**src/rtl/rbfnc_pkg.sv**
```systemverilog
// Shared types, codes and constants of the RBF network classifier.
`timescale 1ns / 1ps
package rbfnc_pkg;
	localparam int MAX_CENTERS_DEF = 32;
	localparam int MAX_FEATURES_DEF = 16;

	localparam logic [1:0] CMD_CENTER = 2'd0;
	localparam logic [1:0] CMD_WEIGHT = 2'd1;
	localparam logic [1:0] CMD_SAMPLE = 2'd2;

	localparam logic [1:0] CFG_CENTER_COUNT     = 2'd0;
	localparam logic [1:0] CFG_FEATURE_COUNT    = 2'd1;
	localparam logic [1:0] CFG_INV_TWO_SIGMA_SQ = 2'd2;
	localparam logic [1:0] CFG_BIAS             = 2'd3;

	localparam logic [5:0]  CENTER_COUNT_RST  = 6'd32;
	localparam logic [4:0]  FEATURE_COUNT_RST = 5'd2;
	localparam logic [31:0] INV_SIGMA_RST     = 32'd32768;
	localparam logic [31:0] BIAS_RST          = 32'd0;

	localparam int QUEUE_DEPTH = 4;
	localparam int QUEUE_AW    = 2;

	localparam logic [30:0] INV_E_Q32 = 31'd1580030169;

	typedef struct packed {
		logic [1:0]         command;
		logic [4:0]         center_index;
		logic [3:0]         feature_index;
		logic signed [15:0] coordinate;
		logic signed [31:0] weight_value;
	} item_t;

	typedef struct packed {
		logic [16:0] probability;
		logic        predicted_class;
	} result_t;

	typedef enum logic [1:0] {
		OP_CENTER = 2'd0,
		OP_WEIGHT = 2'd1,
		OP_SAMPLE = 2'd2
	} op_t;

	typedef struct packed {
		op_t                op;
		logic [4:0]         center_index;
		logic [3:0]         feature_index;
		logic signed [15:0] coordinate;
		logic signed [31:0] weight_value;
		logic               first;
		logic               last;
	} job_t;

	typedef struct packed {
		logic        start;
		logic [15:0] n;
		logic [31:0] f;
	} exp_req_t;

	typedef struct packed {
		logic        done;
		logic [32:0] value;
	} exp_rsp_t;

	typedef struct packed {
		logic        start;
		logic [49:0] num;
		logic [33:0] den;
	} div_req_t;

	typedef struct packed {
		logic        done;
		logic [16:0] quo;
	} div_rsp_t;

	// floor(2^32 / k); the quotient it gives is low by at most one
	function automatic logic [31:0] recip_q32(input logic [3:0] k);
		logic [31:0] r;
		case (k)
			4'd2:    r = 32'd2147483648;
			4'd3:    r = 32'd1431655765;
			4'd4:    r = 32'd1073741824;
			4'd5:    r = 32'd858993459;
			4'd6:    r = 32'd715827882;
			4'd7:    r = 32'd613566756;
			4'd8:    r = 32'd536870912;
			4'd9:    r = 32'd477218588;
			4'd10:   r = 32'd429496729;
			4'd11:   r = 32'd390451572;
			4'd12:   r = 32'd357913941;
			4'd13:   r = 32'd330382099;
			default: r = 32'hFFFF_FFFF;
		endcase
		return r;
	endfunction
endpackage

```
**src/rtl/rbfnc_front.sv**
```systemverilog
// Front end: accepts items, drops ignored ones, queues jobs for the back end.
`timescale 1ns / 1ps
module rbfnc_front #(
	parameter int MAX_CENTERS  = rbfnc_pkg::MAX_CENTERS_DEF,
	parameter int MAX_FEATURES = rbfnc_pkg::MAX_FEATURES_DEF
) (
	input  logic                                 clk,
	input  logic                                 arst_n,
	input  logic                                 item_valid,
	output logic                                 item_stall,
	input  rbfnc_pkg::item_t                     item,
	input  logic [$clog2(MAX_FEATURES+1)-1:0]    nf,
	output logic                                 job_valid,
	output rbfnc_pkg::job_t                      job,
	input  logic                                 job_pop
);
	import rbfnc_pkg::*;

	job_t                jin;
	logic                keep;
	logic                push;
	job_t                q_mem [QUEUE_DEPTH];
	logic [QUEUE_AW-1:0] wr_ptr_q;
	logic [QUEUE_AW-1:0] rd_ptr_q;
	logic [QUEUE_AW:0]   cnt_q;

	always_comb begin
		keep = 1'b0;
		jin.op = OP_SAMPLE;
		jin.center_index = item.center_index;
		jin.feature_index = item.feature_index;
		jin.coordinate = item.coordinate;
		jin.weight_value = item.weight_value;
		jin.first = (item.feature_index == 4'd0);
		jin.last = ((32'(item.feature_index) + 32'd1) == 32'(nf));
		case (item.command)
			CMD_CENTER: begin
				jin.op = OP_CENTER;
				keep = (32'(item.center_index) < MAX_CENTERS) &&
					(32'(item.feature_index) < MAX_FEATURES);
			end
			CMD_WEIGHT: begin
				jin.op = OP_WEIGHT;
				keep = (32'(item.center_index) < MAX_CENTERS);
			end
			CMD_SAMPLE: begin
				jin.op = OP_SAMPLE;
				keep = (32'(item.feature_index) < 32'(nf));
			end
			default: keep = 1'b0;
		endcase
	end

	assign item_stall = (cnt_q == (QUEUE_AW+1)'(QUEUE_DEPTH));
	assign push = item_valid && !item_stall && keep;
	assign job_valid = (cnt_q != '0);
	assign job = q_mem[rd_ptr_q];

	always_ff @(posedge clk) begin
		if (push) q_mem[wr_ptr_q] <= jin;
	end

	always_ff @(posedge clk or negedge arst_n) begin
		if (!arst_n) begin
			wr_ptr_q <= '0;
			rd_ptr_q <= '0;
			cnt_q <= '0;
		end else begin
			if (push) wr_ptr_q <= wr_ptr_q + 1'b1;
			if (job_pop) rd_ptr_q <= rd_ptr_q + 1'b1;
			if (push && !job_pop) cnt_q <= cnt_q + 1'b1;
			else if (!push && job_pop) cnt_q <= cnt_q - 1'b1;
		end
	end
endmodule

```
**config.mk**
```make
export PLATFORM = sky130hd
export DESIGN_NAME = rbfnc_front
export DESIGN_NICKNAME = d
export VERILOG_FILES = /design/src/rtl/rbfnc_pkg.sv /design/src/rtl/rbfnc_front.sv
export SDC_FILE = /design/constraint.sdc
export NUM_CORES = 1
export LEC_CHECK = 0
export BUFFER_PORTS_ARGS = -buffer_cell sky130_fd_sc_hd__buf_4
export CAP_MARGIN = 10
export CELL_PAD_IN_SITES_DETAIL_PLACEMENT = 1
export CELL_PAD_IN_SITES_GLOBAL_PLACEMENT = 2
export CORE_ASPECT_RATIO = 1.5
export CORE_MARGIN = 2
export CORE_UTILIZATION = 40
export CTS_CLUSTER_DIAMETER = 120
export DETAILED_ROUTE_END_ITERATION = 10
export MAX_ROUTING_LAYER = met4
export PLACE_DENSITY = 0.77
export SYNTH_ARGS = -nofsm -noshare
export SYNTH_HDL_FRONTEND = slang
export SYNTH_SLANG_ARGS = --single-unit
```
**constraint.sdc**
```tcl
create_clock -name clk -period 2.1 [get_ports clk]
set_clock_uncertainty 0.15 [all_clocks]
set_input_delay 0.315 -clock clk [delete_from_list [all_inputs] [get_ports clk]]
set_output_delay 0.315 -clock clk [all_outputs]
set_load 0.01 [all_outputs]
```
-- After elaboration in Yosys (flattened, before gate mapping)
Memory sizes are Yosys's and may differ from the RTL's.
Cells that the tools add are included.
- bits in registers: 7
- memory bits (writable): 244
- memories kept: 1
- $add $sub $neg: 5
- $lt $le $gt $ge: 1
- equality and inequality tests: 4
- mux-type cells: 6
- reduce and logical (&&, ||, !) cells: 12
- memories (name ; words ; width ; rd ports ; clocked after memory_dff ; write ports ; RTL line ; text):
    q_mem ; 4 ; 61 ; 1 ; 0 ; 1 ; rbfnc_front.sv:22 ; job_t q_mem [QUEUE_DEPTH];
- operators with widths (operator ; number):
    $mux W3 ; 2
    $add A4 B1 Y5 const B ; 1
    $eq A5 B5 Y1 ; 1
    $lt A4 B5 Y1 ; 1
    $add A2 B1 Y2 const B ; 2
    $logic_and A1 B1 Y1 ; 4
    $logic_not A4 Y1 ; 1
    $pmux W2 S2 ; 1
    $add A3 B1 Y3 const B ; 1
    $eq A3 B3 Y1 const B ; 1
    $logic_not A1 Y1 ; 3
    $reduce_bool A3 Y1 ; 1
    $sub A3 B1 Y3 const B ; 1
    $eq A2 B1 Y1 const B ; 1
    $eq A2 B2 Y1 const B ; 1
    $logic_not A2 Y1 ; 1
    $mux W1 ; 2
    $pmux W1 S2 ; 1
    $reduce_bool A2 Y1 ; 1
    $reduce_or A2 Y1 ; 1

-- Depth between registers and ports, before layout
- depth in word-level cells: 8
- gate-level depth with buffers: 11
- mapped depth without buffers: 11

-- Least setup slack after synthesis
OpenSTA, ideal clock, no wires.
- path type: input port to flip-flop
- start point: in nf[2]
- end point: mem q_mem[0][0] in the netlist's numbering (enable)
- setup time: 0.392 ns
- data arrival time: 2.230 ns
- data required time: 1.558 ns
- path slack: -0.672 ns
- cell stages on the path: 6
- path buffers: 0
- cells stage by stage: inv_1 > ha_1 > a21oi_1 > a211oi_1 > a2111oi_4 > and2_2
- longest elaborated chain between the ends: 5
- ends and longest elaborated chain (element ; RTL line ; text):
    start, declared ; rbfnc_front.sv:12 ; input logic [$clog2(MAX_FEATURES+1)-1:0] nf,
    $lt A4 B5 Y1 ; rbfnc_front.sv:48 ; keep = (32'(item.feature_index) < 32'(nf));
    $pmux W1 S2 ; rbfnc_front.sv:36 ; case (item.command)
    $logic_and A1 B1 Y1 ; rbfnc_front.sv:55 ; assign push = item_valid && !item_stall && keep;
    net push ; rbfnc_front.sv:21 ; logic push;
    $mux W1 ; rbfnc_front.sv:60 ; if (push) q_mem[wr_ptr_q] <= jin;
    $mux W1 (implied by the code) ; rbfnc_front.sv:60 ;
    end, declared ; rbfnc_front.sv:22 ;
The timed path passes the listed nets, and every way through them passes these cells.

==> results_dict.tcl <==
set metrics [dict create \
    num_vias 4777 \
    insertion_delay_ns 0.51 \
    ys_seq_elements 251 \
    grt_usage 0.1760 \
    drc 0 \
    combPwrFrac 0.376 \
    cts-root-buf "clkbuf_16" \
    fin_crit_sh 1.153 \
    gp_congestion 0.7136 \
    syn-num-nets 465 \
    wl_per_cell_um 21.85 \
    period_needed_ns 2.422 \
    pre_cts_slack_ns -0.5143 \
    synth-compound-area-share 0.007439 \
    min_to "q_mem[1][53]" \
    yosys_warnings 0 \
    crit_type "reg2out" \
    holdCritPathClass "in2reg" \
    finalSetupViolCount 61 \
    r2r-end "cnt_q[2]" \
    cts_tree "done" \
    timing_hold_violations_final 0 \
    synth_top_area_share 0.7779 \
    synthAdderAreaFrac 0.01674 \
    coreArea_um2 23060 \
    portBuffers 130 \
    drv_cap 0 \
    leakage_nw 4.608 \
    r2r-start "cnt_q[2]" \
    hpwl_um 12940 \
    die_w_um 129.3 \
    peakVddDrop_v 0.0005578 \
    via_per_inst 4.940 \
    worstPathArrival_ns 1.96 \
    status "finished with violations" \
    fp-row-count 68 \
    htree_levels 1 \
    cts.clk_slew.worst_paths_ns 0.06 \
    rr_worst_depth 8 \
    grt_max_degree 44 \
    critPathMaxFanout 9 \
    synthDistinctLibCells 30 \
    p_total_mw 16.94 \
    drt_iter0_markers 241 \
    ios 131 \
    synth_xor_area_frac 0.008369 \
    timing.critical_path.required_ns 1.63 \
    grt_pass1_vias 5566 \
    p_clk_frac 0.238 \
    dieArea_um2 24820 \
    ant_nets 0 \
    violations "negative setup slack" \
    tritoncts.num_buffers 23 \
    grt_pass1_wl_um 31850 \
    cts_buffer_depth 3 \
    dieHeight_um 191.9 \
    area_delta_synth_final_pct 38.67 \
    cp-start-kind "register" \
    startpoint "rd_ptr_q[0]" \
    synth_area_um2 9419 \
    cts.sinks 251 \
    worst_pin_slew_ns 0.5755 \
    synth_top_family_by_area "multiplexers" \
    tns_ns -17.89 \
    synth_area_per_cell_um2 24.47 \
    layout_setup_ws_ns -0.3216 \
    place_area_um2 11280 \
    power.internal_mw 12.26 \
    antenna_found_initial 1 \
    ys_seq_area_frac 0.7965 \
    drive_gt1_frac 0.4531 \
    firstDrtPassIters 4 \
    start_util 0.4085 \
    synth_mux_area_frac 0.1486 \
    p_seq_frac 0.386 \
    p_sw_mw 4.683 \
    slew_headroom 0.6064 \
    fmax_mhz 413.0 \
    holdWs_ns 0.02412 \
    p_sw_frac 0.2764 \
    synthCells 385 \
    synthTopCellsByArea "edfxtp_1 78%, mux4_2 15%, dfrtp_1 1.9%" \
    power.density_nw_per_um2 1297 \
    netlist.top_cell.by_area "edfxtp_1" \
    wl_um 21130 \
    reg2reg_slack_ns 0.02 \
    min_from "item[51]" \
    rsz0062_at_grt "true" \
    cp-end-kind "primary output" \
    slew_viol_final 0 \
    holdPathStages 2 \
    overflow 0 \
    synthSimpleGateAreaFrac 0.01103 \
    fin_area_um2 13060 \
    fin_nets 715 \
]
## cell usage in the layout (no fill, tap or decap), types with 8 or more instances in the layout
cell           synthesis  layout
ha_1                  11       8
dlygate4sd3_1          0      58
inv_1                 11       8
mux4_2                61      61
edfxtp_1             244     244
buf_12                 0      16
clkbuf_16              0      28
buf_6                  0      66
buf_4                  0      93
## cells by family after synthesis
| group | after synthesis |
|---|---|
| buffers and inverters | 26 |
| XOR/XNOR | 9 |
| multiplexers | 63 |
| AO/OA/AOI/OAI | 7 |
| flip-flops | 251 |
| AND/OR/NAND/NOR | 17 |
| adder cells (fa/ha/maj) | 12 |
## routing by layer
metal | vias up | GRT usage | part of all wire
li1 | 2115 | - | -
met1 | 2505 | 0.1907 | 0.37
met2 | 109 | 0.3289 | 0.57
met3 | 48 | 0.02284 | 0.033
met4 | 0 | 0.05853 | 0.027
met5 | - | - | 0
## stage by stage
| step | utilization | cells |
|---|---|---|
| global route | 0.5665 | 967 |
| CTS | 0.5583 | 957 |
| floorplan | - | 385 |
| global placement | 0.4890 | 854 |
| finish | 0.5665 | 967 |
| detailed placement | 0.4890 | 854 |
## cell type report
class | instances | area (µm²)
clock buffer | 29 | 618.1
timing repair buffer | 240 | 2510
clock inverter | 12 | 107.6
multi-input combinational | 108 | 1871
inverter | 11 | 48.80
sequential | 251 | 7510
antenna | 1 | 2.502
tap | 315 | 394.1
fill | 1985 | 9996
## power by group through the flow
stage	combinational, mW	clock [mW]	sequential [mW]
floorplan	2.78	0	6.54
detailed placement	5.25	0	6.65
global placement	5.18	0	6.58
finish	6.37	4.03	6.54
CTS	6.02	4.14	6.56
global route	6.79	4.29	6.60
## critical path: stages (launching register included)
cell	delay, ns
dfrtp_4	0.44
buf_12	0.15
buf_12	0.15
mux4_2	0.55
buf_6	0.15
## sequential cells by signal, indices dropped and copies added (netlist names)
| signal | cells |
|---|---|
| q_mem | 244 |
| rd_ptr_q | 2 |
| cnt_q | 3 |
| wr_ptr_q | 2 |
## worst max-delay path by stage
stage                     endpoint  slack, ns
after floorplan           cnt_q[2]      -0.39
after global placement    cnt_q[2]      -0.42
after detailed placement  cnt_q[2]      -0.51
after CTS                  job[16]      -0.36
after global routing        job[0]      -0.37
final                       job[0]      -0.32
## Yosys cell counts
cell,instances
a2111oi_0,1
a2111oi_4,1
a211oi_1,1
a21o_1,1
a21oi_1,1
and2_1,1
and2_2,4
buf_1,2
buf_2,7
clkbuf_1,6
dfrtp_1,7
edfxtp_1,244
fa_1,1
ha_1,11
inv_1,11
mux2_2,1
mux2_4,1
mux4_2,61
nand2_1,2
nand3_1,1
nand3b_1,1
nand4_1,1
nor2_1,2
nor2b_1,2
nor3b_1,2
o21ai_0,1
o311ai_0,1
or3_1,1
xnor2_1,4
xor2_1,5
## what timing repair did
action	4_1_cts	5_1_grt
gates cloned	0	7
hold buffers	58	0
gates resized for setup	67	3
endpoints found under the hold margin	233	0
pin swaps	5	3
buffers inserted	5	3
endpoints found under the setup margin	63	279
(Power assumes the default switching activity.)
